**src/gsm_pkg.sv**
```systemverilog
// Shared types, constants and GF(2^8) helpers for the stripe multiplier.
// Used by every module in this block; depends on nothing else.
`timescale 1ns / 1ps

package gsm_pkg;

	// Store geometry and the rows and columns the datapath provides
	localparam int MaxRows = 16;
	localparam int MaxCols = 16;
	localparam int HwRows  = 16;
	localparam int HwCols  = 16;

	// Usable rows and columns: the smaller of store and datapath
	localparam int RowLim = (HwRows < MaxRows) ? HwRows : MaxRows;
	localparam int ColLim = (HwCols < MaxCols) ? HwCols : MaxCols;

	// Field widths fixed by the interface
	localparam int CntW  = 5;
	localparam int RowW  = 4;
	localparam int ColW  = 4;
	localparam int ByteW = 8;
	localparam int CfgIdxW = 2;

	// Index widths for the internal arrays
	localparam int RowIdxW = (RowLim > 1) ? $clog2(RowLim) : 1;
	localparam int ColIdxW = (ColLim > 1) ? $clog2(ColLim) : 1;

	localparam logic [CntW-1:0] RowLimC = CntW'(RowLim);
	localparam logic [CntW-1:0] ColLimC = CntW'(ColLim);

	// Queue between front and back
	localparam int QDepth = 4;
	localparam int QPtrW  = $clog2(QDepth);
	localparam int QCntW  = $clog2(QDepth + 1);

	// Transaction kinds
	localparam logic KindCoeff = 1'b0;
	localparam logic KindData  = 1'b1;

	// Configuration register indexes
	localparam logic [CfgIdxW-1:0] RegRows = 2'd0;
	localparam logic [CfgIdxW-1:0] RegCols = 2'd1;
	localparam logic [CfgIdxW-1:0] RegPoly = 2'd2;

	// Reset values of the configuration registers
	localparam logic [CntW-1:0]  RowsReset = 5'd16;
	localparam logic [CntW-1:0]  ColsReset = 5'd16;
	localparam logic [ByteW-1:0] PolyReset = 8'h1d;

	// Effective configuration as seen by the datapath
	typedef struct packed {
		logic [CntW-1:0]  n;
		logic [CntW-1:0]  k;
		logic [ByteW-1:0] poly;
	} cfg_t;

	// Classified transaction passed from front to back
	typedef struct packed {
		logic             is_coeff;
		logic [RowW-1:0]  row;
		logic [ColW-1:0]  col;
		logic [ByteW-1:0] value;
		logic             close;
		logic             eoc;
	} item_t;

	// Saturate a count to 1..lim
	function automatic logic [CntW-1:0] clamp_cnt(input logic [CntW-1:0] v,
			input logic [CntW-1:0] lim);
		logic [CntW-1:0] res;
		if (v == '0) begin
			res = CntW'(1);
		end else if (v > lim) begin
			res = lim;
		end else begin
			res = v;
		end
		return res;
	endfunction

	// Shift-and-add product in GF(2^8), x^8 implied in the polynomial
	function automatic logic [ByteW-1:0] gf_mul(input logic [ByteW-1:0] a,
			input logic [ByteW-1:0] b, input logic [ByteW-1:0] poly);
		logic [ByteW-1:0] x;
		logic [ByteW-1:0] acc;
		logic             carry;
		x   = a;
		acc = '0;
		for (int i = 0; i < ByteW; i++) begin
			if (b[i]) begin
				acc = acc ^ x;
			end
			carry = x[ByteW-1];
			x     = {x[ByteW-2:0], 1'b0};
			if (carry) begin
				x = x ^ poly;
			end
		end
		return acc;
	endfunction

endpackage

```
**src/gsm_front.sv**
```systemverilog
// Front end: accepts input transactions, drops those without effect and
// marks the byte that closes a position. Depends on gsm_pkg.
`timescale 1ns / 1ps

module gsm_front
	import gsm_pkg::*;
(
	input  logic             clk,
	input  logic             arst_n,
	input  cfg_t             cfg,
	input  logic             in_valid,
	output logic             in_stall,
	input  logic             kind,
	input  logic [RowW-1:0]  row_index,
	input  logic [ColW-1:0]  col_index,
	input  logic [ByteW-1:0] value,
	input  logic             end_of_chunk,
	output logic             push_valid,
	output item_t            push_item,
	input  logic             push_full
);

	logic  v_s1;
	item_t item_s1;
	logic  keep;
	logic  close;
	logic  in_take;

	// Classify: keep in-range coefficient writes and active-column data
	always_comb begin
		if (kind == KindData) begin
			keep = ({1'b0, col_index} < cfg.k);
		end else begin
			keep = (int'(row_index) < RowLim) && (int'(col_index) < ColLim);
		end
		close = ({1'b0, col_index} == (cfg.k - CntW'(1)));
	end

	// Hold while the queue is full
	assign in_stall = v_s1 && push_full;
	assign in_take  = in_valid && !in_stall;

	always_ff @(posedge clk or negedge arst_n) begin
		if (!arst_n) begin
			v_s1 <= 1'b0;
		end else if (!in_stall) begin
			v_s1 <= in_valid && keep;
		end
	end

	always_ff @(posedge clk) begin
		if (in_take) begin
			item_s1.is_coeff <= (kind == KindCoeff);
			item_s1.row      <= row_index;
			item_s1.col      <= col_index;
			item_s1.value    <= value;
			item_s1.close    <= close;
			item_s1.eoc      <= end_of_chunk;
		end
	end

	assign push_valid = v_s1;
	assign push_item  = item_s1;

endmodule

```
**config.mk**
```make
export PLATFORM = sky130hd
export DESIGN_NAME = gsm_front
export DESIGN_NICKNAME = d
export VERILOG_FILES = /design/src/gsm_pkg.sv /design/src/gsm_front.sv
export SDC_FILE = /design/constraint.sdc
export NUM_CORES = 1
export LEC_CHECK = 0
export ABC_CLOCK_PERIOD_IN_PS = 1900
export CORE_MARGIN = 5
export CORE_UTILIZATION = 50
export CTS_CLUSTER_DIAMETER = 200
export DETAILED_ROUTE_END_ITERATION = 7
export DONT_BUFFER_PORTS = 1
export GPL_TIMING_DRIVEN = 0
export SLEW_MARGIN = 40
export SYNTH_ARGS = -nofsm -noshare
export SYNTH_HDL_FRONTEND = slang
export SYNTH_SLANG_ARGS = --single-unit
```
**constraint.sdc**
```tcl
create_clock -name clk -period 1.9 [get_ports clk]
set_input_delay 0.19 -clock clk [delete_from_list [all_inputs] [get_ports clk]]
set_output_delay 0.19 -clock clk [all_outputs]
set_load 0.03 [all_outputs]
```
## Word-level counts from Yosys, hierarchy flattened

Cells that the tools add are included.
Widths: inputs -> output; s select.

| operators by class | value |
|---|---|
| equal/unequal tests | 1 |
| bitwise gates (word level) | 1 |
| reductions and logical operators | 4 |
| $lt $le $gt $ge | 1 |
| add/sub/neg operators | 1 |
| mux-type cells | 1 |
| divide/modulo/power cells | 0 |
| multiply operators | 0 |
| shift operators | 0 |

Operators with widths:

| cell | count |
|---|---|
| $eq 4x5->1 | 1 |
| $lt 4x5->1 | 1 |
| $sub 5x1->5 const B | 1 |
| $logic_and 1x1->1 | 3 |
| $logic_not 1->1 | 1 |
| $mux 1 | 1 |
| $not 1->1 | 1 |

| storage, ports and cells | value |
|---|---|
| input port bits | 40 |
| latch bits | 0 |
| bits in read-only memories | 0 |
| bits in writable memories | 0 |
| register bits after elaboration | 20 |
| word-level logic and storage cells | 16 |
| output and inout port bits | 21 |
| memories | 0 |

## Logic depth before layout (Yosys ltp)

| logic depth | value |
|---|---|
| depth in word-level cells | 3 |
| depth in mapped cells | 5 |
| gate-level depth less buffers | 5 |

## Worst setup path before layout

OpenSTA, ideal clock, no wires.

| timing | value |
|---|---|
| kind | reg-to-reg |
| start | register v_s1 (netlist: push_valid) |
| end | register item_s1 (netlist bit push_item[0]) (enable) |
| stages on the path, launching flop included | 3 |
| required time | 1.505 ns |
| setup slack | -0.161 ns |
| buffers on the path | 0 |
| setup time | 0.395 ns |
| arrival | 1.666 ns |
| period minus slack after synthesis | 2.061 ns |
| cell sequence | dfrtp_1 -> and2_1 -> nor2_1 |

| between the ends | value |
|---|---|
| cells in the longest elaborated chain, start to end | 3 |

Ends and longest elaborated chain:

| what | line | source |
|---|---|---|
| start: declaration | gsm_front.sv:23 | `logic v_s1;` |
| start signal: assignment | gsm_front.sv:47 | `v_s1 <= in_valid && keep;` |
| $logic_and 1x1->1 | gsm_front.sv:40 | `assign in_stall = v_s1 && push_full;` |
| net in_stall | gsm_front.sv:12 | `output logic in_stall,` |
| $logic_not 1->1 | n/a |  |
| $logic_and 1x1->1 | gsm_front.sv:41 | `assign in_take = in_valid && !in_stall;` |
| net in_take | gsm_front.sv:27 | `logic in_take;` |
| end: declaration | gsm_front.sv:24 | `item_t item_s1;` |

The timed path passes the listed nets, and every way through them passes these cells.
A chain may end at the register's enable or synchronous reset.

## Worst setup path in the final report

| timing | value |
|---|---|
| start | register v_s1 (netlist: push_valid) |
| end | register item_s1 (netlist bit push_item[11]) (enable) |

The elaborated chain is that of the path after synthesis.

==> flow_summary.ini <==
[run_status]
status = complete, no violations

[floorplan]
io_pins = 61
rows = 14
dieArea_sq_um = 2560
start_util = 0.536
die_w_um = 50.6
die_y_um = 50.6
core-area_sq_um = 1540

[clock_network]
insertion_delay_ns = 0.29
cts_tree = done
root_buffer = clkbuf_4
htree_levels = 1
cts_made_buffers = 3
path_clk_slew_ns = 0.09
clockBufferDepth = 2
cts_sinks = 20

[layout]
area_delta_synth_final_pct = 28.3
final_cells = 87
num_antenna_cells = 0
drive_gt1_frac = 0.0845
stdcell_area_sq_um = 1060
layout.nets = 117

[logic_synthesis]
ys.warnings.count = 0
synth.cell_area_sq_um = 826
yosysTopAreaCell = edfxtp_1
synth_edf_count = 19
post_synth.cell_area_avg_sq_um = 16.9
synth.most_common_cell = edfxtp_1
ys.flop_type = edfxtp_1
synth_fp_nets = 94
synth_top_area_frac = 0.691
synth.area.top_cells = edfxtp_1 69%, ha_1 7.6%, xnor2_1 5.3%, inv_1 3.2%, dfrtp_1 3.0%
synth.distinct_cells = 16
seq_area_frac_synth = 0.721
ys_top_cells_by_count = 19 x edfxtp_1, 7 x inv_1, 5 x ha_1, 5 x xnor2_1, 2 x nor2_1
synthArstFlopShare = 0.0500
ys_ff_latch = 20
synth_cells = 49

[global_routing]
grt_max_degree = 20
antenna_found_initial = 0
grt_pass1_vias = 505
grtUsageTotal = 0.125
grt_pass1_wl_mm = 2.37
gr-total-overflow = 0

[critical_path]
critical_path_peak_fanout = 19
cp-start-kind = flop
setup.worst_path.start = push_valid
cp.arrival_ns = 1.61
crit_required_ns = 1.83
reg2regPathDepth = 2
worst_setup_path_end_kind = flop
critical_path_class = flop to flop
reg2reg_from = push_valid

[drt]
vias = 462
drtIter0Drc = 10
drtAntennaViolNets = 0
met2_length_um = 850
topRoutingLayerUsed = met3
wl_met1_um = 588
viasPerCell = 5.31
wl_per_cell_um = 17.9
drcViolationCount = 0
dr_wl_met3_um = 118
first_pass_iters = 4
wirelength_mm = 1.56

[placement]
dp_hpwl_mm = 1.14
portBuffers = 0
pre_cts_ws_ns = -0.0202
routabilityCongestion = 0.738
place_area_sq_um = 848
dp_cells = 65

[sta]
min_period_ns = 1.68
fmax_mhz = 595
worst_pin_slew_ns = 0.503
rsz0062_at_grt = no
hold_viol_final = 0
fin_ws_ns = 0.220
fin_crit_sh = 0.884
setup_violations = 0
finClkSkew_ns = 0.0129
drv_slew = 0
slew_headroom = 0.664
whs_ns = 0.0341

[power]
power_leakage_nw = 0.398
p_per_area_nw_per_um2 = 819
peakVddDrop_mv = 0.562
fin_total_pwr_uw = 868

[hold_path]
hp-class = input port to flop
whs_path_depth = 1
min_from = kind

[flow_run]
maxCapViolations = 0
routing by layer:
layer / up-vias / global-route usage
met5: - / 0
met2: 27 / 0.223
met1: 214 / 0.136
met4: 0 / 0.0255
met3: 0 / 0.0533
li1: 221 / -
layout by cell type (no fill, tap or decap), drive strengths merged:
cell          n
dfrtp         1
a221o         1
nor3b         1
xnor2         5
nor2b         1
nor3          1
dlygate4sd3  18
nor2          2
and2          1
and4          1
a211oi        1
inv           7
ha            5
nand2b        1
clkbuf        4
o211ai        1
edfxtp       19
xor2          1
power breakdown:
group / internal, mW / switching [mW] / total, mW
clock network: 0.0815 / 0.116 / 0.198
registers: 0.517 / 0.0623 / 0.580
logic: 0.0500 / 0.0410 / 0.0910
cell type report:
type                    instances  area (sq um)
multi-input cells              22           211
clock buffers                   4          26.3
inverters                       7          26.3
flip-flops and latches         20           596
well taps                      16          20.0
repair buffers                 18           180
fillers                       110           482
per-stage QoR:
| stage | setup TNS, ns | utilization |
|---|---|---|
| CTS | 0 | 0.688 |
| floorplan | 0 | - |
| finish | 0 | 0.688 |
| global route | 0 | 0.688 |
| global placement | 0 | 0.550 |
| detailed placement | -0.377 | 0.550 |
path summary, 6_finish.rpt:
check                                 to  slack, ns
min in group asynchronous     push_valid       0.10
max in group asynchronous     push_valid       1.70
hold / removal             push_item[18]       0.03
setup / recovery           push_item[11]       0.22
setup reg to reg           push_item[11]       0.22
hold reg to reg               push_valid       1.20
state kept, by name (all words and copies together), names as in the netlist:
signal / cells
push_valid: 1
push_item: 19
what timing repair did:
action | in CTS | in global routing
buffers inserted | 0 | 0
endpoints found under the hold margin | 18 | 0
hold buffers | 18 | 0
resized for setup | 1 | 0
endpoints found under the setup margin | 19 | 0
cells by family after synthesis:
group                    synth area share
AND/OR/NAND/NOR                    0.0773
adder cells (fa/ha/maj)            0.0758
flip-flops                          0.721
AO/OA/AOI/OAI                      0.0303
XOR/XNOR                           0.0636
buffers and inverters              0.0318
critical path: stages, from the launching register on:
cell,delay (ns)
dfrtp_1,0.50
and2_1,0.36
nor2_4,0.46
Note: power is estimated with default switching activity, not from simulation.
