**src/gsm_pkg.sv**
```systemverilog
// Shared types, constants and GF(2^8) helpers for the stripe multiplier.
// Used by every module in this block; depends on nothing else.
`timescale 1ns / 1ps

package gsm_pkg;

	// Store geometry and the rows and columns the datapath provides
	localparam int MaxRows = 16;
	localparam int MaxCols = 16;
	localparam int HwRows  = 16;
	localparam int HwCols  = 16;

	// Usable rows and columns: the smaller of store and datapath
	localparam int RowLim = (HwRows < MaxRows) ? HwRows : MaxRows;
	localparam int ColLim = (HwCols < MaxCols) ? HwCols : MaxCols;

	// Field widths fixed by the interface
	localparam int CntW  = 5;
	localparam int RowW  = 4;
	localparam int ColW  = 4;
	localparam int ByteW = 8;
	localparam int CfgIdxW = 2;

	// Index widths for the internal arrays
	localparam int RowIdxW = (RowLim > 1) ? $clog2(RowLim) : 1;
	localparam int ColIdxW = (ColLim > 1) ? $clog2(ColLim) : 1;

	localparam logic [CntW-1:0] RowLimC = CntW'(RowLim);
	localparam logic [CntW-1:0] ColLimC = CntW'(ColLim);

	// Queue between front and back
	localparam int QDepth = 4;
	localparam int QPtrW  = $clog2(QDepth);
	localparam int QCntW  = $clog2(QDepth + 1);

	// Transaction kinds
	localparam logic KindCoeff = 1'b0;
	localparam logic KindData  = 1'b1;

	// Configuration register indexes
	localparam logic [CfgIdxW-1:0] RegRows = 2'd0;
	localparam logic [CfgIdxW-1:0] RegCols = 2'd1;
	localparam logic [CfgIdxW-1:0] RegPoly = 2'd2;

	// Reset values of the configuration registers
	localparam logic [CntW-1:0]  RowsReset = 5'd16;
	localparam logic [CntW-1:0]  ColsReset = 5'd16;
	localparam logic [ByteW-1:0] PolyReset = 8'h1d;

	// Effective configuration as seen by the datapath
	typedef struct packed {
		logic [CntW-1:0]  n;
		logic [CntW-1:0]  k;
		logic [ByteW-1:0] poly;
	} cfg_t;

	// Classified transaction passed from front to back
	typedef struct packed {
		logic             is_coeff;
		logic [RowW-1:0]  row;
		logic [ColW-1:0]  col;
		logic [ByteW-1:0] value;
		logic             close;
		logic             eoc;
	} item_t;

	// Saturate a count to 1..lim
	function automatic logic [CntW-1:0] clamp_cnt(input logic [CntW-1:0] v,
			input logic [CntW-1:0] lim);
		logic [CntW-1:0] res;
		if (v == '0) begin
			res = CntW'(1);
		end else if (v > lim) begin
			res = lim;
		end else begin
			res = v;
		end
		return res;
	endfunction

	// Shift-and-add product in GF(2^8), x^8 implied in the polynomial
	function automatic logic [ByteW-1:0] gf_mul(input logic [ByteW-1:0] a,
			input logic [ByteW-1:0] b, input logic [ByteW-1:0] poly);
		logic [ByteW-1:0] x;
		logic [ByteW-1:0] acc;
		logic             carry;
		x   = a;
		acc = '0;
		for (int i = 0; i < ByteW; i++) begin
			if (b[i]) begin
				acc = acc ^ x;
			end
			carry = x[ByteW-1];
			x     = {x[ByteW-2:0], 1'b0};
			if (carry) begin
				x = x ^ poly;
			end
		end
		return acc;
	endfunction

endpackage

```
**src/gsm_back.sv**
```systemverilog
// Back end: coefficient store, per-row GF multiply-accumulate and the
// result sequencer. Depends on gsm_pkg.
`timescale 1ns / 1ps

module gsm_back
	import gsm_pkg::*;
(
	input  logic             clk,
	input  logic             arst_n,
	input  cfg_t             cfg,
	input  logic             q_valid,
	input  item_t            q_item,
	output logic             q_pop,
	output logic             out_valid,
	input  logic             out_stall,
	output logic [RowW-1:0]  out_row,
	output logic [ByteW-1:0] out_byte,
	output logic             last_of_position,
	output logic             last_of_chunk
);

	// One coefficient memory per row, addressed by column
	logic [ByteW-1:0] coeff_mem [RowLim][ColLim];
	logic [ByteW-1:0] rd_s1     [RowLim];
	logic             v_s1;
	item_t            item_s1;

	logic [ByteW-1:0] acc_q    [RowLim];
	logic [ByteW-1:0] acc_nxt  [RowLim];
	logic [ByteW-1:0] snap_q   [RowLim];
	logic             snap_valid_q;
	logic [RowIdxW-1:0] emit_row_q;
	logic             snap_eoc_q;

	logic [CntW-1:0]    n_m1;
	logic [RowIdxW-1:0] last_row;
	logic               is_last;
	logic               out_take;
	logic               snap_free;
	logic               s1_consume;
	logic               accumulate;
	logic               close_now;

	assign n_m1     = cfg.n - CntW'(1);
	assign last_row = n_m1[RowIdxW-1:0];
	assign is_last  = (emit_row_q == last_row);
	assign out_take = snap_valid_q && !out_stall;

	// Snapshot buffer can take a new position once the old one drains
	assign snap_free  = !snap_valid_q || (out_take && is_last);
	assign s1_consume = v_s1 && (item_s1.is_coeff || !item_s1.close || snap_free);
	assign q_pop      = q_valid && (!v_s1 || s1_consume);
	assign accumulate = s1_consume && !item_s1.is_coeff;
	assign close_now  = accumulate && item_s1.close;

	// Write coefficients and read one column across all rows
	always_ff @(posedge clk) begin
		if (q_pop && q_item.is_coeff) begin
			coeff_mem[q_item.row[RowIdxW-1:0]][q_item.col[ColIdxW-1:0]] <= q_item.value;
		end
	end

	always_ff @(posedge clk) begin
		if (q_pop) begin
			for (int r = 0; r < RowLim; r++) begin
				rd_s1[r] <= coeff_mem[r][q_item.col[ColIdxW-1:0]];
			end
			item_s1 <= q_item;
		end
	end

	always_ff @(posedge clk or negedge arst_n) begin
		if (!arst_n) begin
			v_s1 <= 1'b0;
		end else if (!v_s1 || s1_consume) begin
			v_s1 <= q_pop;
		end
	end

	// Multiply-accumulate on active rows only
	always_comb begin
		for (int r = 0; r < RowLim; r++) begin
			if (r < int'(cfg.n)) begin
				acc_nxt[r] = acc_q[r] ^ gf_mul(rd_s1[r], item_s1.value, cfg.poly);
			end else begin
				acc_nxt[r] = acc_q[r];
			end
		end
	end

	// Clear accumulators once a position closes
	always_ff @(posedge clk or negedge arst_n) begin
		if (!arst_n) begin
			for (int r = 0; r < RowLim; r++) begin
				acc_q[r] <= '0;
			end
		end else if (accumulate) begin
			for (int r = 0; r < RowLim; r++) begin
				acc_q[r] <= item_s1.close ? '0 : acc_nxt[r];
			end
		end
	end

	always_ff @(posedge clk) begin
		if (close_now) begin
			snap_q     <= acc_nxt;
			snap_eoc_q <= item_s1.eoc;
		end
	end

	// Step through the rows of the captured position
	always_ff @(posedge clk or negedge arst_n) begin
		if (!arst_n) begin
			snap_valid_q <= 1'b0;
			emit_row_q   <= '0;
		end else if (close_now) begin
			snap_valid_q <= 1'b1;
			emit_row_q   <= '0;
		end else if (out_take) begin
			if (is_last) begin
				snap_valid_q <= 1'b0;
			end else begin
				emit_row_q <= emit_row_q + 1'b1;
			end
		end
	end

	assign out_valid        = snap_valid_q;
	assign out_row          = RowW'(emit_row_q);
	assign out_byte         = snap_q[emit_row_q];
	assign last_of_position = is_last;
	assign last_of_chunk    = is_last && snap_eoc_q;

`ifndef SYNTH
	a_row_bound: assert property (@(posedge clk) disable iff (!arst_n)
		snap_valid_q |-> (emit_row_q <= last_row))
		else $error("result row beyond active rows");
	a_acc_clear: assert property (@(posedge clk) disable iff (!arst_n)
		close_now |=> (acc_q[0] == '0))
		else $error("accumulator not cleared after position close");
	a_snap_hold: assert property (@(posedge clk) disable iff (!arst_n)
		(snap_valid_q && out_stall) |=> (snap_valid_q && $stable(emit_row_q)))
		else $error("result sequencer moved while output stalled");
`endif

endmodule

```
**config.mk**
```make
export PLATFORM = sky130hd
export DESIGN_NAME = gsm_back
export DESIGN_NICKNAME = d
export VERILOG_FILES = /design/src/gsm_pkg.sv /design/src/gsm_back.sv
export SDC_FILE = /design/constraint.sdc
export NUM_CORES = 2
export LEC_CHECK = 0
export BUFFER_PORTS_ARGS = -buffer_cell sky130_fd_sc_hd__buf_2
export CAP_MARGIN = 20
export CORE_MARGIN = 2
export CORE_UTILIZATION = 37
export CTS_BUF_LIST = sky130_fd_sc_hd__clkbuf_16
export DETAILED_ROUTE_END_ITERATION = 6
export GPL_TIMING_DRIVEN = 0
export SYNTH_ARGS = -nofsm -noshare
export SYNTH_HDL_FRONTEND = slang
export SYNTH_SLANG_ARGS = --single-unit
export TNS_END_PERCENT = 5
```
**constraint.sdc**
```tcl
create_clock -name clk -period 30.8 [get_ports clk]
set_input_delay 4.62 -clock clk [delete_from_list [all_inputs] [get_ports clk]]
set_output_delay 4.62 -clock clk [all_outputs]
set_load 0.05 [all_outputs]
```
# ---- Word level (Yosys, flattened, before mapping)
# Memory sizes are Yosys's and may differ from the RTL's.
# Cells that the tools add are included.
dict set report classes {
  addsub 2
  order_cmp 19
  n_eq_ne 2
  n_mux 575
  bitwise 242
  reduce_logical 22
}
# op n
set op_table {}
lappend op_table {{$mux W8} 547}
lappend op_table {{$xor A8 B8 Y8} 240}
lappend op_table {{$bmux W8 S4} 17}
lappend op_table {{$mux W128} 1}
lappend op_table {{$lt A4 B5 Y1 const A} 8}
lappend op_table {{$demux W8 S4} 1}
lappend op_table {{$lt A3 B5 Y1 const A} 4}
lappend op_table {{$mux W4} 3}
lappend op_table {{$ge A5 B5 Y1 const B} 2}
lappend op_table {{$lt A1 B5 Y1 const A} 2}
lappend op_table {{$lt A2 B5 Y1 const A} 2}
lappend op_table {{$not A4 Y5} 2}
lappend op_table {{$logic_and A1 B1 Y1} 9}
lappend op_table {{$mux W1} 6}
lappend op_table {{$logic_not A1 Y1} 5}
lappend op_table {{$lt A5 B1 Y1 const B} 1}
lappend op_table {{$add A4 B1 Y4 const B} 1}
lappend op_table {{$eq A4 B4 Y1} 1}
lappend op_table {{$logic_or A1 B1 Y1} 4}
lappend op_table {{$reduce_and A2 Y1} 2}
lappend op_table {{$reduce_bool A2 Y1} 2}
lappend op_table {{$sub A4 B1 Y4 const B} 1}
lappend op_table {{$ne A2 B1 Y1 const B} 1}
dict set report word_totals {
  ff_bits 274
  ram_bits 2176
  input_bits 41
  n_memories 2
}
# name depth width rd rd_clocked_by_memory_dff wr line_no
set memory_table {}
lappend memory_table {coeff_mem 16 128 16 0 1 gsm_back.sv:23} ;# logic [ByteW-1:0] coeff_mem [RowLim][ColLim];
lappend memory_table {rd_s1 16 8 16 0 16 gsm_back.sv:24} ;# logic [ByteW-1:0] rd_s1 [RowLim];

# ---- Depth between registers and ports, before layout
dict set report depth {
  depth_word 27
  ltp_mapped 26
  depth_no_buf 14
}

# ---- Worst setup path after synthesis
# OpenSTA, ideal clock, no wires.
dict set report synth_path {
  path_kind {input -> output}
  from {in cfg[13] (netlist name)}
  to {out q_pop}
  t_arrival_ns 12.779
  t_required_ns 26.180
  setup_slack_ns 13.401
  stages 9
  path_buffers 1
  cell_sequence {clkbuf_1 -> inv_1 -> ha_1 -> xor2_1 -> xnor2_1 -> nand4_1 -> o211ai_1 -> nor2_1 -> nor2b_1}
}
dict set report synth_via {
  elab_chain_cells 8
}
# element line_no
set synth_lines {}
lappend synth_lines {{start, declared} gsm_back.sv:10} ;# input cfg_t cfg,
lappend synth_lines {{$sub A4 B1 Y4} gsm_back.sv:44} ;# assign n_m1 = cfg.n - CntW'(1);
lappend synth_lines {{$eq A4 B4 Y1} gsm_back.sv:46} ;# assign is_last = (emit_row_q == last_row);
lappend synth_lines {{$logic_and A1 B1 Y1} gsm_back.sv:50} ;# assign snap_free = !snap_valid_q || (out_take && is_last);
lappend synth_lines {{$logic_or A1 B1 Y1} gsm_back.sv:50}
lappend synth_lines {{$logic_or A1 B1 Y1} gsm_back.sv:51} ;# assign s1_consume = v_s1 && (item_s1.is_coeff || !item_s1.close || snap_free);
lappend synth_lines {{$logic_and A1 B1 Y1} gsm_back.sv:51}
lappend synth_lines {{$logic_or A1 B1 Y1} gsm_back.sv:52} ;# assign q_pop = q_valid && (!v_s1 || s1_consume);
lappend synth_lines {{$logic_and A1 B1 Y1} gsm_back.sv:52}
lappend synth_lines {{end, declared} gsm_back.sv:13} ;# output logic q_pop,
# Every way passes these cells.

==> reports/metrics.yaml <==
run_status: "complete, but fails checks"
violations: "design-rule violations"
netlist_instances: 10500
worst_skew_pair.late_latency_ns: 0.97
postCtsSetupBuffers: 0
number_of_remaining_drc_errors: 2
cp_common_cell: "sky130_fd_sc_hd__buf_6"
route.detailed.vias_per_inst: 6.213
ys_warn_count: 0
max-clock-path-buffers: 4
die_area_mm2: 0.3667
die_h_um: 605.5
synth_area_per_cell_um2: 12.75
worst_hold_startpoint: "item_s1[0]"
power_density_over_the_cells_mw_per_mm2: 78.92
ys_seq_elements: 2450
grt.total_usage_pct: 38.21
place_inst: 15527
final_layout_size_suffix_gt1_share_pct: 16.04
ys_seq_area_share_pct: 54.45
cts_stage_hold_buffer_count: 0
ctsHtreeMaxLevel: 4
synthDistinctLibCells: 133
fin_setup_tns_ns: 0
place.gp.congestion: 1.043
cts_repair_resize_count: 0
initial_utilization_pct: 37.21
dpl_cell_area_mm2: 0.1440
cell_with_the_largest_stage_delay_on_the_worst_path: "sky130_fd_sc_hd__buf_2"
netlist_area_mm2: 0.1339
setup.worst_path.start: "cfg[7]"
power_uw: 12000
worst-slew-pin-transition_ns: 1.427
layoutNonFillerInstCount: 16042
timing.critical_path.from_type: "input port"
grt_max_degree: 158
place_worst_setup_slack_ns: 16.25
multiInputGateArea_mm2: 0.05742
netlist.top_cell.by_area: "sky130_fd_sc_hd__edfxtp_1"
final_clock_period_utilization_by_the_worst_path_pct: 46.03
cp.arrival_ns: 14.92
cts.sinks: 2450
nets: 11063
floorplan.core_area_mm2: 0.3598
overflow: 0
layout_min_cycle_time_ns: 14.18
design_area_mm2: 0.1521
synth-edff-count: 2316
synthesis.nets: 10543
slew_viols_final: 0
clock.fmax_ghz: 0.07053
ioPinCount: 57
cap_viol_max_count: 0
netlist.area_leader.share_pct: 51.95
number_of_antenna_violations_at_the_first_check_in_global_routing: 50
worst_ep_required_time_ns: 31.54
routed_wire_length_per_instance_um: 44.17
chipWidth_um: 605.5
reg2reg_from: "item_s1[3]"
post-synth-top-count-cell: "sky130_fd_sc_hd__edfxtp_1"
dp_hpwl_um: 552400
rows: 220
worst_vdd_ir_v: 0.00007020
criticalPathCategory: "input port to flop"
timing.critical_path.slowest_cell_delay_ns: 0.98
timing.final.hold_violations: 0
detail_route.wirelength_um: 708500
synth.cells.most_frequent: "2316 x sky130_fd_sc_hd__edfxtp_1, 1577 x sky130_fd_sc_hd__nand2_1, 1168 x sky130_fd_sc_hd__xnor2_1, 656 x sky130_fd_sc_hd__mux4_2, 611 x sky130_fd_sc_hd__nor2_1"
area_growth_syn_to_layout_pct: 13.58
1st_iter_drt_viols: 13429
cts_tree: "done"
num-fill-cells: 33054
worst_hold_path_type: "flop to flop"
detailroute.via_count: 99674
synth_flop_cell: "sky130_fd_sc_hd__edfxtp_1"
finalSetupViolCount: 0
synthTopCellsByArea: "sky130_fd_sc_hd__edfxtp_1 52%, sky130_fd_sc_hd__mux4_2 11%, sky130_fd_sc_hd__xnor2_1 7.6%"
post_drt_antenna_nets: 0
setup_ws_ns: 16.62
worstSetupEndpointType: "flop"
power_leakage_uw: 0.05047
clock_buffer_count_from_cts: 244
finClkSkew_ns: 0.07325
grt_setup_unrepaired: "no"
crit_path_max_fanout: 12
sequential_cell_area_mm2: 0.07290
first_global_vias: 93886
clk_pin_slew_worst_paths_ns: 0.07
first_pass_iters: 7
post_synthesis_async_set_or_reset_flop_share_pct: 5.469
slew_headroom_pct: 4.856
io_buffers: 40
clock_root_buffer: "sky130_fd_sc_hd__clkbuf_16"
grt_first_pass_wirelength_um: 922700
==> power breakdown <==
part	internal [uW]	leakage [uW]	switching, uW
registers	3880	0.0227	210
logic	1800	0.0239	3240
clock network	1570	0.00395	1310
==> cell usage in the layout (no fill, tap or decap), types with 54 or more instances in the layout <==
| cell | instances |
|---|---|
| sky130_fd_sc_hd__edfxtp_1 | 2316 |
| sky130_fd_sc_hd__nand2_1 | 1577 |
| sky130_fd_sc_hd__xnor2_1 | 1168 |
| sky130_fd_sc_hd__mux4_2 | 656 |
| sky130_fd_sc_hd__nor2_1 | 600 |
| sky130_fd_sc_hd__o21ai_0 | 425 |
| sky130_fd_sc_hd__clkbuf_1 | 397 |
| sky130_fd_sc_hd__a21oi_1 | 396 |
| sky130_fd_sc_hd__xor2_1 | 281 |
| sky130_fd_sc_hd__clkbuf_16 | 244 |
| sky130_fd_sc_hd__buf_2 | 180 |
| sky130_fd_sc_hd__buf_8 | 158 |
| sky130_fd_sc_hd__nand3_1 | 157 |
| sky130_fd_sc_hd__dfrtp_1 | 134 |
| sky130_fd_sc_hd__buf_1 | 111 |
| sky130_fd_sc_hd__nor3_1 | 108 |
| sky130_fd_sc_hd__clkbuf_2 | 100 |
| sky130_fd_sc_hd__inv_1 | 97 |
| sky130_fd_sc_hd__mux2i_1 | 93 |
| sky130_fd_sc_hd__a211oi_1 | 92 |
| sky130_fd_sc_hd__o211ai_1 | 84 |
| sky130_fd_sc_hd__clkinv_1 | 73 |
| sky130_fd_sc_hd__xnor3_1 | 73 |
| sky130_fd_sc_hd__a32oi_1 | 71 |
| sky130_fd_sc_hd__and3_1 | 68 |
| sky130_fd_sc_hd__and2_1 | 63 |
| sky130_fd_sc_hd__or3_1 | 59 |
| sky130_fd_sc_hd__o21ai_1 | 55 |
| sky130_fd_sc_hd__nand2b_1 | 54 |
| sky130_fd_sc_hd__a22o_1 | 54 |
==> layer usage <==
layer | track usage, % | vias up | part of all wire (%) | routed length, um
met2 | 60.02 | 6010 | 46 | 324000
met4 | 27.43 | 40 | 8.4 | 59740
met5 | 0 | - | 0.040 | 280
met3 | 7.038 | 1685 | 7.6 | 54160
met1 | 47.54 | 51454 | 38 | 270300
li1 | - | 40485 | - | -
==> final cells by class <==
class | instances | area share [%]
antenna | 41 | 0.06747
buffer | 802 | 2.380
clock buffer | 244 | 4.015
clock inverter | 210 | 1.014
inverter | 47 | 0.1193
multi-input combinational | 7201 | 37.76
sequential | 2450 | 47.94
tap | 4773 | 3.927
timing repair buffer | 274 | 2.779
==> cell families after synthesis <==
| group | Yosys count | synth area share, % |
|---|---|---|
| flops | 2450 | 54.45 |
| compound gates | 1797 | 9.164 |
| simple gates | 3057 | 10.30 |
| mux | 778 | 11.97 |
| buf+inv | 849 | 2.718 |
| fa+ha+maj | 2 | 0.01869 |
| xor+xnor | 1567 | 11.37 |
==> flip-flops by register name, summed over array words and instances (netlist names) <==
name / cells
acc_q: 128
coeff_mem: 2048
item_s1: 11
out_row: 4
out_valid: 1
rd_s1: 128
snap_eoc_q: 1
snap_q: 128
v_s1: 1
==> final timing paths <==
check / endpoint / cells past startpoint / slack (ns)
max: snap_q[118] / 25 / 16.62
max in group asynchronous: acc_q[86] / 2 / 26.26
max reg2reg: snap_q[79] / 13 / 23.90
min: snap_eoc_q / 0 / 0.44
min in group asynchronous: acc_q[20] / 1 / 3.70
min reg2reg: snap_eoc_q / 0 / 0.44
==> critical path: cells and delay by family <==
family / cells / cell delay [ns]
XOR/XNOR: 4 / 1.21
AO/OA/AOI/OAI: 1 / 0.11
AND/OR/NAND/NOR: 3 / 0.36
buffers and inverters: 17 / 8.17
==> per-stage QoR <==
stage	hold slack, ns	utilization (%)
after CTS	0.4370	42.16
after global routing	0.4566	42.24
final	0.4409	42.27
after global placement	0.4162	38.93
after floorplan	0.4003	-
after detailed placement	0.4167	40.04
Note: power is estimated with default switching activity, not from simulation.
