--- config.mk ---
export PLATFORM = sky130hd
export DESIGN_NAME = gsm_queue
export DESIGN_NICKNAME = d
export VERILOG_FILES = /design/src/gsm_pkg.sv /design/src/gsm_queue.sv
export SDC_FILE = /design/constraint.sdc
export NUM_CORES = 1
export LEC_CHECK = 0
export BUFFER_PORTS_ARGS = -buffer_cell sky130_fd_sc_hd__buf_2
export CELL_PAD_IN_SITES_DETAIL_PLACEMENT = 0
export CELL_PAD_IN_SITES_GLOBAL_PLACEMENT = 1
export CORE_AREA = 2 2 93 95
export CTS_CLUSTER_DIAMETER = 80
export CTS_CLUSTER_SIZE = 28
export DETAILED_ROUTE_END_ITERATION = 6
export DIE_AREA = 0 0 95 97
export GPL_TIMING_DRIVEN = 0
export PLACE_DENSITY = 0.7
export SLEW_MARGIN = 20
export SYNTH_ARGS = -nofsm -noshare
export SYNTH_HDL_FRONTEND = slang
export SYNTH_SLANG_ARGS = --single-unit
--- constraint.sdc ---
create_clock -name clk -period 3.4 [get_ports clk]
set_input_delay 0 -clock clk [delete_from_list [all_inputs] [get_ports clk]]
set_output_delay 0 -clock clk [all_outputs]
set_load 0.05 [all_outputs]
--- src/gsm_pkg.sv ---
// Shared types, constants and GF(2^8) helpers for the stripe multiplier.
// Used by every module in this block; depends on nothing else.
`timescale 1ns / 1ps

package gsm_pkg;

	// Store geometry and the rows and columns the datapath provides
	localparam int MaxRows = 16;
	localparam int MaxCols = 16;
	localparam int HwRows  = 16;
	localparam int HwCols  = 16;

	// Usable rows and columns: the smaller of store and datapath
	localparam int RowLim = (HwRows < MaxRows) ? HwRows : MaxRows;
	localparam int ColLim = (HwCols < MaxCols) ? HwCols : MaxCols;

	// Field widths fixed by the interface
	localparam int CntW  = 5;
	localparam int RowW  = 4;
	localparam int ColW  = 4;
	localparam int ByteW = 8;
	localparam int CfgIdxW = 2;

	// Index widths for the internal arrays
	localparam int RowIdxW = (RowLim > 1) ? $clog2(RowLim) : 1;
	localparam int ColIdxW = (ColLim > 1) ? $clog2(ColLim) : 1;

	localparam logic [CntW-1:0] RowLimC = CntW'(RowLim);
	localparam logic [CntW-1:0] ColLimC = CntW'(ColLim);

	// Queue between front and back
	localparam int QDepth = 4;
	localparam int QPtrW  = $clog2(QDepth);
	localparam int QCntW  = $clog2(QDepth + 1);

	// Transaction kinds
	localparam logic KindCoeff = 1'b0;
	localparam logic KindData  = 1'b1;

	// Configuration register indexes
	localparam logic [CfgIdxW-1:0] RegRows = 2'd0;
	localparam logic [CfgIdxW-1:0] RegCols = 2'd1;
	localparam logic [CfgIdxW-1:0] RegPoly = 2'd2;

	// Reset values of the configuration registers
	localparam logic [CntW-1:0]  RowsReset = 5'd16;
	localparam logic [CntW-1:0]  ColsReset = 5'd16;
	localparam logic [ByteW-1:0] PolyReset = 8'h1d;

	// Effective configuration as seen by the datapath
	typedef struct packed {
		logic [CntW-1:0]  n;
		logic [CntW-1:0]  k;
		logic [ByteW-1:0] poly;
	} cfg_t;

	// Classified transaction passed from front to back
	typedef struct packed {
		logic             is_coeff;
		logic [RowW-1:0]  row;
		logic [ColW-1:0]  col;
		logic [ByteW-1:0] value;
		logic             close;
		logic             eoc;
	} item_t;

	// Saturate a count to 1..lim
	function automatic logic [CntW-1:0] clamp_cnt(input logic [CntW-1:0] v,
			input logic [CntW-1:0] lim);
		logic [CntW-1:0] res;
		if (v == '0) begin
			res = CntW'(1);
		end else if (v > lim) begin
			res = lim;
		end else begin
			res = v;
		end
		return res;
	endfunction

	// Shift-and-add product in GF(2^8), x^8 implied in the polynomial
	function automatic logic [ByteW-1:0] gf_mul(input logic [ByteW-1:0] a,
			input logic [ByteW-1:0] b, input logic [ByteW-1:0] poly);
		logic [ByteW-1:0] x;
		logic [ByteW-1:0] acc;
		logic             carry;
		x   = a;
		acc = '0;
		for (int i = 0; i < ByteW; i++) begin
			if (b[i]) begin
				acc = acc ^ x;
			end
			carry = x[ByteW-1];
			x     = {x[ByteW-2:0], 1'b0};
			if (carry) begin
				x = x ^ poly;
			end
		end
		return acc;
	endfunction

endpackage

--- src/gsm_queue.sv ---
// Short queue of classified transactions between front and back.
// Depends on gsm_pkg.
`timescale 1ns / 1ps

module gsm_queue
	import gsm_pkg::*;
(
	input  logic  clk,
	input  logic  arst_n,
	input  logic  push_valid,
	input  item_t push_item,
	output logic  push_full,
	output logic  q_valid,
	output item_t q_item,
	input  logic  q_pop
);

	item_t            slot_q [QDepth];
	logic [QPtrW-1:0] wr_ptr_q;
	logic [QPtrW-1:0] rd_ptr_q;
	logic [QCntW-1:0] cnt_q;
	logic             do_push;
	logic             do_pop;

	assign push_full = (cnt_q == QCntW'(QDepth));
	assign q_valid   = (cnt_q != '0);
	assign q_item    = slot_q[rd_ptr_q];
	assign do_push   = push_valid && !push_full;
	assign do_pop    = q_pop && q_valid;

	// Advance pointers and occupancy
	always_ff @(posedge clk or negedge arst_n) begin
		if (!arst_n) begin
			wr_ptr_q <= '0;
			rd_ptr_q <= '0;
			cnt_q    <= '0;
		end else begin
			if (do_push) begin
				wr_ptr_q <= (wr_ptr_q == QPtrW'(QDepth - 1)) ? '0 : wr_ptr_q + 1'b1;
			end
			if (do_pop) begin
				rd_ptr_q <= (rd_ptr_q == QPtrW'(QDepth - 1)) ? '0 : rd_ptr_q + 1'b1;
			end
			if (do_push && !do_pop) begin
				cnt_q <= cnt_q + 1'b1;
			end else if (do_pop && !do_push) begin
				cnt_q <= cnt_q - 1'b1;
			end
		end
	end

	always_ff @(posedge clk) begin
		if (do_push) begin
			slot_q[wr_ptr_q] <= push_item;
		end
	end

`ifndef SYNTH
	a_cnt_bound: assert property (@(posedge clk) disable iff (!arst_n)
		cnt_q <= QCntW'(QDepth))
		else $error("queue occupancy above depth");
`endif

endmodule

# After elaboration in Yosys (flattened, before gate mapping)
# Memory sizes are Yosys's and may differ from the RTL's.
# Cells that the tools add are included.
[classes] reduce_logical=9 n_eq_ne=3 mux=6 add_sub_neg=4
[op_table] operator="$mux 3" count=2
[op_table] operator="$add 2x1->2 const B" count=2
[op_table] operator="$eq 2x2->1 const B" count=2
[op_table] operator="$logic_and 1x1->1" count=4
[op_table] operator="$mux 2" count=2
[op_table] operator="$add 3x1->3 const B" count=1
[op_table] operator="$eq 3x3->1 const B" count=1
[op_table] operator="$logic_not 1->1" count=3
[op_table] operator="$reduce_bool 3->1" count=1
[op_table] operator="$sub 3x1->3 const B" count=1
[op_table] operator="$mux 1" count=2
[op_table] operator="$reduce_bool 2->1" count=1
[totals] ramBits=76 input_bits=23 out_inout_bits=21 n_memories=1 word_cells=26 regBits=7
[memory_table] memory="slot_q" words=4 word_bits=19 rd=1 rd_clocked_by_memory_dff=0 write_ports=1 line="gsm_queue.sv:18" rtl="item_t slot_q [QDepth];"

# Logic depth before layout (Yosys ltp)
# Gate-level depths: netlist of the first run.
[depth] depth_word=7 ltp_mapped=8 mapped_depth_nobuf=8

# Worst setup path before layout of the first run
# OpenSTA, ideal clock, no wires.
[synth_path] kind="reg-to-reg" start="reg cnt_q[1]" end="reg cnt_q[1]" slack_ps=1189 synth_period_minus_slack_ps=2211 t_arrival_ps=2086 setup_time_ps=125 path_stages_with_launch=7 required_time_ps=3275 n_path_buf=0 cell_sequence="dfrtp_1 nor3b_4 nor2b_4 ha_1 inv_1 fa_1 mux2_2"
[synth_between] elab_chain_cells=6 elab_cells_between_ends=14 classes_between="2 x add/sub; 1 x eq/ne; 2 x mux; 9 x reduce/logical"
[synth_lines] item="start: declaration" line="gsm_queue.sv:21" rtl="logic [QCntW-1:0] cnt_q;"
[synth_lines] item="start signal: assignment" line="gsm_queue.sv:45" rtl="cnt_q <= cnt_q + 1'b1;"
[synth_lines] item="start signal: assignment" line="gsm_queue.sv:47" rtl="cnt_q <= cnt_q - 1'b1;"
[synth_lines] item="$eq 3x3->1 *" line="gsm_queue.sv:25" rtl="assign push_full = (cnt_q == QCntW'(QDepth));"
[synth_lines] item="net push_full" line="gsm_queue.sv:12" rtl="output logic push_full,"
[synth_lines] item="$logic_not 1->1 *" line="gsm_queue.sv:28" rtl="assign do_push = push_valid && !push_full;"
[synth_lines] item="$logic_and 1x1->1 *" line="gsm_queue.sv:28"
[synth_lines] item="net do_push" line="gsm_queue.sv:22" rtl="logic do_push;"
[synth_lines] item="$logic_not 1->1" line="gsm_queue.sv:46" rtl="end else if (do_pop && !do_push) begin"
[synth_lines] item="$logic_and 1x1->1" line="gsm_queue.sv:46"
[synth_lines] item="$reduce_bool 2->1 (no source line)"
# Mark *: on every way through the listed nets, which the timed path passes. The rest lies on a longest branch. The select of a mux whose other input is x is not followed.
# A chain may end at the register's enable or synchronous reset.

# Worst setup path in the final report of the first run
[layout_path] start="reg cnt_q[1]" end="reg cnt_q[2]"
[layout_between] elab_chain_cells=6 elab_cells_between_ends=14 classes_between="2 x add/sub; 1 x eq/ne; 2 x mux; 9 x reduce/logical"
[layout_lines] item="parallel branches: the longest is 6 deep, another holds $sub 3x1->3"
# Several ways; the timed one is not identified. The select of a mux whose other input is x is not followed.

==> results of run 1 <==
[layout by cell type (no fill, tap or decap), drive strengths merged]
cell and instances:
nand2 2, edfxtp 76, nor2 4, xor2 2
inv 5, mux4 19, buf 47, nor2b 1
fa 1, ha 6, xnor2 1, and2 3
dlygate4sd3 20, dfrtp 7, mux2 5, clkbuf 11
or3 1, clkinvlp 4, nor3b 1
[metrics by stage]
step / setup slack [ns] / std cells / utilization
after floorplan: 1.19 / 136 / -
after global placement: 0.913 / 284 / 0.438
after detailed placement: 1.35 / 285 / 0.440
after CTS: 1.32 / 321 / 0.486
after global routing: 1.17 / 321 / 0.486
final: 1.33 / 321 / 0.486
[registers in the layout (all words and copies together) (netlist names)]
signal    flops
slot_q       76
cnt_q         3
rd_ptr_q      2
wr_ptr_q      2
[worst min path at each step]
stage / start / endpoint / slack, ns
after floorplan: arst_n / cnt_q[0] / -0.30
after global placement: arst_n / cnt_q[2] / -0.15
after detailed placement: arst_n / wr_ptr_q[0] / -0.14
after CTS: q_pop / rd_ptr_q[0] / 0.002
after global routing: q_pop / rd_ptr_q[0] / 0.01
final: arst_n / cnt_q[2] / 0.02
[cell families after synthesis]
group         synth area share
flops                    0.765
mux                      0.157
simple gates            0.0288
buf+inv                 0.0121
fa+ha+maj               0.0296
xor+xnor               0.00818
[layout make-up]
cell class | instances | area [um^2] | area share
buffer | 4 | 27.5 | 0.00696
clock buffer | 10 | 128 | 0.0323
clock inverter | 6 | 47.5 | 0.0120
inverter | 3 | 11.3 | 0.00285
multi-input combinational | 46 | 719 | 0.182
sequential | 83 | 2460 | 0.622
tap | 105 | 131 | 0.0332
timing repair buffer | 64 | 430 | 0.109
[report_power, final]
part / internal [mW] / switching, mW / leakage, nW
clock network: 0.270 / 0.352 / 0.0755
logic: 0.534 / 1.00 / 0.555
registers: 1.36 / 0.0900 / 0.778
[per-layer routing]
metal	routed length, um	global-route usage
met2	2630	0.192
met4	55	0.0569
met5	0	0
met1	2160	0.156
met3	211	0.0280
[critical path, stage by stage (launching register included)]
cell and delay [ns]:
dfrtp_1 0.45, or3_4 0.43, nand2_4 0.10, ha_1 0.19, inv_1 0.06, fa_1 0.37
xor2_1 0.15, nor2_1 0.11, xor2_1 0.15
[timing repair]
| item | in CTS | in global routing |
|---|---|---|
| hold endpoints to repair | 83 | 0 |
| hold buffers | 20 | 0 |
| resized for setup | 0 | 0 |
| endpoints found under the setup margin | 0 | 0 |
==> summary.md, run 1 <==
| Metric | Value |
|---|---|
| Largest net degree at the start of global routing | `20` |
| Routed WL per cell | `15.8 um` |
| Worst R2R Setup Slack | `1.33 ns` |
| Synth Flop Type | `edfxtp_1` |
| Synth top area share | `0.710` |
| Synth warnings | `0` |
| Pre-Repair DR Iteration Count | `4` |
| Initial core utilization | `0.395` |
| Unrepaired setup endpoints after global routing | `false` |
| Critical path startpoint category | `register` |
| Area growth syn-to-layout | `23.0%` |
| Num CTS Buffers | `9` |
| Pwr per Cell Area | `913 mW/mm^2` |
| FF-to-FF End | `cnt_q[2]` |
| Setup bufs post-CTS | `0` |
| Top cells by count, synth | `76 x edfxtp_1, 18 x mux4_2, 7 x dfrtp_1` |
| Setup Skew | `0.0123 ns` |
| Vias in the first global route | `1,558` |
| Max_cap viols | `0` |
| Clock slew at reported path FFs | `0.09 ns` |
| Tightest Pin Transition | `1.01 ns` |
| Final #Nets | `241` |
| Die ar. | `0.00922 mm^2` |
| Via count | `1,495` |
| Cell taking the most area after synthesis | `edfxtp_1` |
| WL final | `5060 um` |
| Placement Rows | `33` |
| H-tree depth | `3` |
| DRC | `0` |
| Finish-stage setup viols | `0` |
| Syn Inst Count | `136` |
| Highest fanout seen on the critical path | `4` |
| EDFF count, synth | `76` |
| Ant. Diodes | `0` |
| Remaining antenna violation count | `0` |
| Grt total ovfl | `0` |
| I/O pins | `44` |
| Max-slew violation count | `0` |
| Synth cell types | `22` |
| Share of layout cells above drive strength 1 | `0.417` |
| CTS sink cnt | `83` |
| Peak Freq | `483 MHz` |
| Layout filler cell count | `662` |
| Global-route wire length before repair | `8010 um` |
| Overall power | `3.61 mW` |
| DR vias/cell | `4.66` |
| CP Launch Point | `cnt_q[1]` |
| Most common cell in the synthesized netlist | `edfxtp_1` |
| Clk buf depth | `2` |
| # port buffers | `43` |
| Core box area | `0.00813 mm^2` |
| CP endpoint | `cnt_q[2]` |
| Max IR drop VDD | `0.000399 V` |
| Root buffer cell | `clkbuf_8` |
| Post-DP HPWL | `3240 um` |
| Post-synthesis cell area | `0.00321 mm^2` |
| Outcome | `completed` |
| Syn Nets | `166` |
| Min Hold Slack | `0.0198 ns` |
| Period Utilization, post-route | `0.609` |
| Synthesized flop and latch total | `83` |
| Clock tree from TritonCTS | `done` |
| Synth top area cells | `edfxtp_1 71%, mux4_2 13%, dfrtp_1 5.5%, ha_1 2.3%, mux2_4 1.9%` |
| Detailed Route Iter0 Violations | `94` |
| Reg2Reg Depth | `8` |
| Mean area per synthesized cell | `23.6 um^2` |
| GP Congestion | `0.633` |
| Count of final hold-check violations | `0` |
| Crit end category | `register` |
| Register area share after synthesis | `0.765` |
| Clock Latency Late Sink | `0.34 ns` |
| Die Wd | `95 um` |
| Final Cell Area | `0.00395 mm^2` |
| Static Leakage | `1.41 nW` |
| Crit path required time | `3.67 ns` |
| Setup CP Type | `reg2reg` |
| Crit path time final | `2.07 ns` |
| Fraction of registers with async set/reset | `0.0843` |
| Setup_tns | `0 ns` |
| Die height | `97 um` |
| Placed Area | `0.00358 mm^2` |
| Slew HR | `0.330` |
| Initial antenna violation count | `0` |
| Global Route Usage Sum | `0.121` |
| Critical R2R Launch | `cnt_q[1]` |
| CP arrival | `2.34 ns` |
| Hold crit path type | `in2async` |
(Power assumes the default switching activity.)
==> inputs of run 2 (changes only) <==
==> constraint.sdc (replaced) <==
create_clock -name clk -period 2.04 [get_ports clk]
set_input_delay 0 -clock clk [delete_from_list [all_inputs] [get_ports clk]]
set_output_delay 0 -clock clk [all_outputs]
set_load 0.05 [all_outputs]
==> run 2 against run 1 <==
  * Utilization rose by 0.74 points
  * Critical path depth is the same
  * Power grew 71%
  * Sequential power increased by 66%
  * Clock skew shrank 0.0054 ns
  * Final cell count up 0.93%
  * Highest routed layer unchanged
  * First-iteration DRC count fell by 63%
  * Hold slack improved by 0.012 ns
  * Clock power grew 75%
==> summary.md, run 2 (synthesized netlist as in run 1, its figures left out) <==
| Metric | Value |
|---|---|
| Clk buf depth | `2 (unchanged)` |
| CP Launch Point | `cnt_q[0] (was cnt_q[1])` |
| Routed WL per cell | `16.0 um (was 15.8 um)` |
| Num CTS Buffers | `9 (unchanged)` |
| Post-route insts no fill | `324 (was 321)` |
| Remaining antenna violation count | `0 (unchanged)` |
| # port buffers | `43 (unchanged)` |
| Critical R2R Launch | `cnt_q[0] (was cnt_q[1])` |
| Slowest stage cell, crit path | `dfrtp_2 (was dfrtp_1)` |
| Hold crit path type | `in2async (unchanged)` |
| Commonest cells after routing, fill and taps aside | `76 x edfxtp_1, 44 x buf_2, 20 x dlygate4sd3_1 (unchanged)` |
| CP arrival | `2.22 ns (was 2.34 ns)` |
| Global Route Usage Sum | `0.122 (was 0.121)` |
| Slew HR | `0.585 (was 0.330)` |
| Share of layout cells above drive strength 1 | `0.457 (was 0.417)` |
| Highest fanout seen on the critical path | `4 (unchanged)` |
| Inst Count DP | `284 (was 285)` |
| Crit path required time | `2.30 ns (was 3.67 ns)` |
| Max IR drop VDD | `0.000770 V (was 0.000399 V)` |
| Max_cap viols | `0 (unchanged)` |
| Overall power | `6.17 mW (was 3.61 mW)` |
| Max reg flops | `76 (unchanged)` |
| Place WS | `-0.0526 ns (was 1.35 ns)` |
| Peak Freq | `512 MHz (was 483 MHz)` |
| Biggest regs | `slot_q (76), cnt_q (3) (unchanged)` |
| Clock slew at reported path FFs | `0.08 ns (was 0.09 ns)` |
| Setup Skew | `0.00696 ns (was 0.0123 ns)` |
| Pre-Repair DR Iteration Count | `4 (unchanged)` |
| Met1 usage in global routing | `0.147 (was 0.156)` |
| Outcome | `completed (unchanged)` |
| Die height | `97 um (unchanged)` |
| Crit path cell chain | `or3_4 -> nand2_4 -> ha_4 -> inv_2 -> fa_2 -> xor2_1 -> nor2_1 -> xor2_1 (was or3_4 -> nand2_4 -> ha_1 -> inv_1 -> fa_1 -> xor2_1 -> nor2_1 -> xor2_1)` |
| Initial antenna violation count | `0 (unchanged)` |
| WL final | `5180 um (was 5060 um)` |
| Met2 GRT Util | `0.196 (was 0.192)` |
| Die ar. | `0.00922 mm^2 (unchanged)` |
| I/O pins | `44 (unchanged)` |
| Top reg by flops | `slot_q (unchanged)` |
| GP Congestion | `0.686 (was 0.633)` |
| DR vias/cell | `4.70 (was 4.66)` |
| Layer with the highest usage | `met2 (unchanged)` |
| Final Cell Area | `0.00401 mm^2 (was 0.00395 mm^2)` |
| Finish-stage setup viols | `0 (unchanged)` |
| Area growth syn-to-layout | `24.9% (was 23.0%)` |
| H-tree depth | `3 (unchanged)` |
| Static Leakage | `1.44 nW (was 1.41 nW)` |
| Commonest non-fill, non-tap cell in the layout | `edfxtp_1 (unchanged)` |
| Placed Area | `0.00358 mm^2 (about the same)` |
| Met3 Usage GRT | `0.0592 (was 0.0280)` |
| Via count | `1,522 (was 1,495)` |
| Final #Nets | `245 (was 241)` |
| Worst path max stage delay | `0.44 ns (was 0.45 ns)` |
| Grt total ovfl | `0 (unchanged)` |
| Placement Rows | `33 (unchanged)` |
| Vias in the first global route | `1,604 (was 1,558)` |
| Setup CP Type | `reg2reg (unchanged)` |
| Tightest Pin Transition | `0.622 ns (was 1.01 ns)` |
| Min Hold Slack | `0.0320 ns (was 0.0198 ns)` |
| DRC | `0 (unchanged)` |
| CTS sink cnt | `83 (unchanged)` |
| Crit end category | `register (unchanged)` |
| Core box area | `0.00813 mm^2 (unchanged)` |
| Fin worst setup slack | `0.0884 ns (was 1.33 ns)` |
| Pwr per Cell Area | `1540 mW/mm^2 (was 913 mW/mm^2)` |
| Unrepaired setup endpoints after global routing | `true (was false)` |
| Initial core utilization | `0.395 (unchanged)` |
| Clock Latency Late Sink | `0.34 ns (about the same)` |
| Max-slew violation count | `0 (unchanged)` |
| Root buffer cell | `clkbuf_8 (unchanged)` |
| Crit path time final | `1.95 ns (was 2.07 ns)` |
| Largest net degree at the start of global routing | `20 (unchanged)` |
| Critical path startpoint category | `register (unchanged)` |
| Die Wd | `95 um (unchanged)` |
| Global-route wire length before repair | `8090 um (was 8010 um)` |
| Detailed Route Iter0 Violations | `35 (was 94)` |
| Clock tree from TritonCTS | `done (unchanged)` |
| Most common cell on crit path | `xor2_1 (unchanged)` |
| Ant. Diodes | `0 (unchanged)` |
| Count of final hold-check violations | `0 (unchanged)` |
| Period Utilization, post-route | `0.957 (was 0.609)` |
| Layout filler cell count | `660 (was 662)` |
| Post-DP HPWL | `3200 um (was 3240 um)` |
[run 2: metrics by stage]
stage | TNS (ns) | utilization
after detailed placement | -1.71 | 0.441
after global routing | -0.0431 | 0.493
after floorplan | -0.180 | -
final | 0 | 0.493
after CTS | -0.0420 | 0.488
after global placement | -10.47 | 0.440
[run 2: final timing paths]
path,to,slack [ns],depth (start not counted)
min in group clk,cnt_q[0],0.08,4
max,cnt_q[2],0.09,8
min reg2reg,cnt_q[2],0.50,1
max reg2reg,cnt_q[2],0.09,8
max in group asynchronous,cnt_q[0],1.82,2
min,cnt_q[2],0.03,2
[run 2: power by group]
group	leakage [nW]	total [mW]	switching, mW	internal [mW]
clock	0.0898	1.09	0.533	0.555
combinational	0.579	2.67	1.70	0.966
sequential	0.776	2.41	0.139	2.27
[run 2: timing repair]
action / CTS / global route
resized for setup: 4 / 1
endpoints found under the hold margin: 83 / 0
gates cloned: 0 / 0
hold buffers: 20 / 0
buffers inserted: 0 / 5
pin swaps: 2 / 4
setup endpoints to repair: 59 / 2
[run 2: worst max-delay path: cells and delay by family (launching register included)]
family	cells	cell delay [ns]
AND/OR/NAND/NOR	3	0.62
adder cells (fa/ha/maj)	2	0.46
flip-flops	1	0.44
XOR/XNOR	2	0.30
buffers and inverters	1	0.04
[run 2: final cells by class]
cell class                      count  area (um^2)  area share
Buffer                              4         27.5     0.00686
Clock buffer                       10          128      0.0318
Clock inverter                      5         55.1      0.0137
Inverter                            3         11.3     0.00281
Multi-Input combinational cell     46          747       0.186
Sequential cell                    83         2460       0.613
Tap cell                          105          131      0.0327
Timing Repair Buffer               68          453       0.113
[run 2: metal layers]
metal	up-vias	wire length (um)
li1	710	-
met3	6	305
met5	-	0
met4	0	51
met1	770	2210
met2	36	2620
==> inputs of run 3 (changes only) <==
--- a/config.mk
+++ b/config.mk
@@ -8,12 +8,13 @@
 export BUFFER_PORTS_ARGS = -buffer_cell sky130_fd_sc_hd__buf_2
 export CELL_PAD_IN_SITES_DETAIL_PLACEMENT = 0
 export CELL_PAD_IN_SITES_GLOBAL_PLACEMENT = 1
-export CORE_AREA = 2 2 93 95
+export CORE_AREA = 2 2 119 75
 export CTS_CLUSTER_DIAMETER = 80
 export CTS_CLUSTER_SIZE = 28
 export DETAILED_ROUTE_END_ITERATION = 6
-export DIE_AREA = 0 0 95 97
+export DIE_AREA = 0 0 121 77
 export GPL_TIMING_DRIVEN = 0
+export MAX_ROUTING_LAYER = met4
 export PLACE_DENSITY = 0.7
 export SLEW_MARGIN = 20
 export SYNTH_ARGS = -nofsm -noshare
==> run 3 against run 2 <==
  * First-iteration DRC count is 150% higher
  * Die area up 1.1%
  * Wire length up 4.1%
  * Critical path depth fell by 1
  * Global-route usage grew 0.66 points
  * Sequential power hardly changed
  * Non-clock buffer count unchanged
==> summary.md, run 3 (synthesized netlist as in run 1, its figures left out) <==
| Metric | Value |
|---|---|
| Tightest Pin Transition | `0.580 ns (was 0.622 ns)` |
| Period Utilization, post-route | `0.959 (was 0.957)` |
| # port buffers | `43 (unchanged)` |
| Layout filler cell count | `677 (was 660)` |
| Routed WL per cell | `16.3 um (was 16.0 um)` |
| Max reg flops | `76 (unchanged)` |
| Commonest non-fill, non-tap cell in the layout | `edfxtp_1 (unchanged)` |
| Critical path startpoint category | `register (unchanged)` |
| Setup CP Type | `reg2reg (unchanged)` |
| Root buffer cell | `clkbuf_16 (was clkbuf_8)` |
| CP arrival | `2.17 ns (was 2.22 ns)` |
| GP Congestion | `0.661 (was 0.686)` |
| Max IR drop VDD | `0.000792 V (was 0.000770 V)` |
| H-tree depth | `3 (unchanged)` |
| Finish-stage setup viols | `0 (unchanged)` |
| Final #Nets | `245 (unchanged)` |
| Crit path required time | `2.25 ns (was 2.30 ns)` |
| Vias in the first global route | `1,520 (was 1,604)` |
| Die Wd | `121 um (was 95 um)` |
| Pwr per Cell Area | `1580 mW/mm^2 (was 1540 mW/mm^2)` |
| Initial core utilization | `0.390 (was 0.395)` |
| Top reg by flops | `slot_q (unchanged)` |
| Commonest cells after routing, fill and taps aside | `76 x edfxtp_1, 44 x buf_2, 20 x dlygate4sd3_1 (unchanged)` |
| Max_cap viols | `0 (unchanged)` |
| Highest fanout seen on the critical path | `6 (was 4)` |
| Area growth syn-to-layout | `27.4% (was 24.9%)` |
| Num CTS Buffers | `9 (unchanged)` |
| Clock Latency Late Sink | `0.33 ns (was 0.34 ns)` |
| Outcome | `completed (unchanged)` |
| CTS sink cnt | `83 (unchanged)` |
| Remaining antenna violation count | `0 (unchanged)` |
| Count of final hold-check violations | `0 (unchanged)` |
| Crit path time final | `1.96 ns (was 1.95 ns)` |
| Die height | `77 um (was 97 um)` |
| FF-to-FF End | `cnt_q[1] (was cnt_q[2])` |
| Max layer used | `met4 (unchanged)` |
| Setup Skew | `0.00367 ns (was 0.00696 ns)` |
| Fin worst setup slack | `0.0829 ns (was 0.0884 ns)` |
| Share of layout cells above drive strength 1 | `0.447 (was 0.457)` |
| DR vias/cell | `4.57 (was 4.70)` |
| Met3 wire length | `381 um (was 305 um)` |
| DRC | `0 (unchanged)` |
| Core box area | `0.00823 mm^2 (was 0.00813 mm^2)` |
| Static Leakage | `1.48 nW (was 1.44 nW)` |
| Unrepaired setup endpoints after global routing | `false (was true)` |
| Placement Rows | `26 (was 33)` |
| Critical R2R Launch | `cnt_q[1] (was cnt_q[0])` |
| Clk buf depth | `2 (unchanged)` |
| Detailed Route Iter0 Violations | `86 (was 35)` |
| Die ar. | `0.00932 mm^2 (was 0.00922 mm^2)` |
| Peak Freq | `511 MHz (was 512 MHz)` |
| Hold crit path type | `in2async (unchanged)` |
| Pre-Repair DR Iteration Count | `4 (unchanged)` |
| Initial antenna violation count | `0 (unchanged)` |
| Largest net degree at the start of global routing | `20 (unchanged)` |
| Grt total ovfl | `0 (unchanged)` |
| WL met2 | `2380 um (was 2620 um)` |
| Ant. Diodes | `0 (unchanged)` |
| Met1 Wirelength | `2600 um (was 2210 um)` |
| Crit end category | `register (unchanged)` |
| Biggest regs | `slot_q (76), cnt_q (3) (unchanged)` |
| Clock tree from TritonCTS | `done (unchanged)` |
| Place WS | `-0.0945 ns (was -0.0526 ns)` |
| WL final | `5390 um (was 5180 um)` |
| Global-route wire length before repair | `8270 um (was 8090 um)` |
| Max-slew violation count | `0 (unchanged)` |
| Worst R2R Setup Slack | `0.08 ns (was 0.09 ns)` |
| Reg2Reg Depth | `7 (was 8)` |
| I/O pins | `44 (unchanged)` |
| Global Route Usage Sum | `0.129 (was 0.122)` |
| Setup_tns | `0 ns (unchanged)` |
| Clock slew at reported path FFs | `0.06 ns (was 0.08 ns)` |
| Slew HR | `0.613 (was 0.585)` |
| Post-DP HPWL | `3380 um (was 3200 um)` |
| Via count | `1,513 (was 1,522)` |
==> run 3: changes by cell type in the layout (fill, tap and decap cells not counted), sizes merged <==
cell	change
clkinv	-1
bufinv	-1
clkbuf	+2
==> run 3: worst max-delay path by stage <==
stage / start / end / cells after the start
final: cnt_q[1] / cnt_q[1] / 7
after global routing: cnt_q[0] / cnt_q[2] / 8
after CTS: cnt_q[1] / cnt_q[2] / 8
after detailed placement: cnt_q[2] / slot_q[1][0] / 3
after global placement: wr_ptr_q[0] / slot_q[3][2] / 3
after floorplan: cnt_q[0] / cnt_q[1] / 6
==> run 3: layer usage <==
layer | vias up | global-route usage
met5 | - | -
met4 | 0 | 0.0419
met3 | 6 | 0.0640
met2 | 45 | 0.167
met1 | 747 | 0.175
li1 | 715 | -
==> run 3: cell type report <==
type / instances / area [um^2] / share of cell area
flip-flops and latches: 83 / 2460 / 0.601
multi-input cells: 46 / 742 / 0.181
repair buffers: 68 / 460 / 0.112
clock buffers: 12 / 236 / 0.0578
well taps: 112 / 140 / 0.0342
plain buffers: 4 / 27.5 / 0.00672
clock inverters: 3 / 16.3 / 0.00397
inverters: 3 / 11.3 / 0.00275
==> run 3: power by group <==
group          internal [mW]  total, mW  switching [mW]
logic                  0.967       2.69            1.72
registers               2.28       2.41           0.135
clock network          0.810       1.37           0.561
==> run 3: what timing repair did <==
action,in CTS,in global routing
hold buffers,20,0
setup buffers,2,2
endpoints found under the setup margin,58,1
pin swaps,1,5
resized for setup,4,1
endpoints found under the hold margin,83,0
==> run 3: per-stage QoR <==
stage               hold WS [ns]  power (mW)  instance area [um^2]   util  cells
floorplan                 -0.296        4.51                  3230      -    136
global placement          -0.152        5.05                  3590  0.436    291
detailed placement        -0.151        5.08                  3600  0.438    292
CTS                       0.0326        6.54                  4080  0.495    329
global route              0.0625        6.80                  4090  0.497    331
finish                    0.0399        6.47                  4090  0.497    331
==> run 3: worst max-delay path, stage by stage, from the launching register on <==
cell and delay [ns]:
dfrtp_2 0.39, buf_4 0.14, nor3b_4 0.28, nor2b_4 0.12
ha_4 0.18, inv_2 0.05, fa_2 0.41, mux2_4 0.27
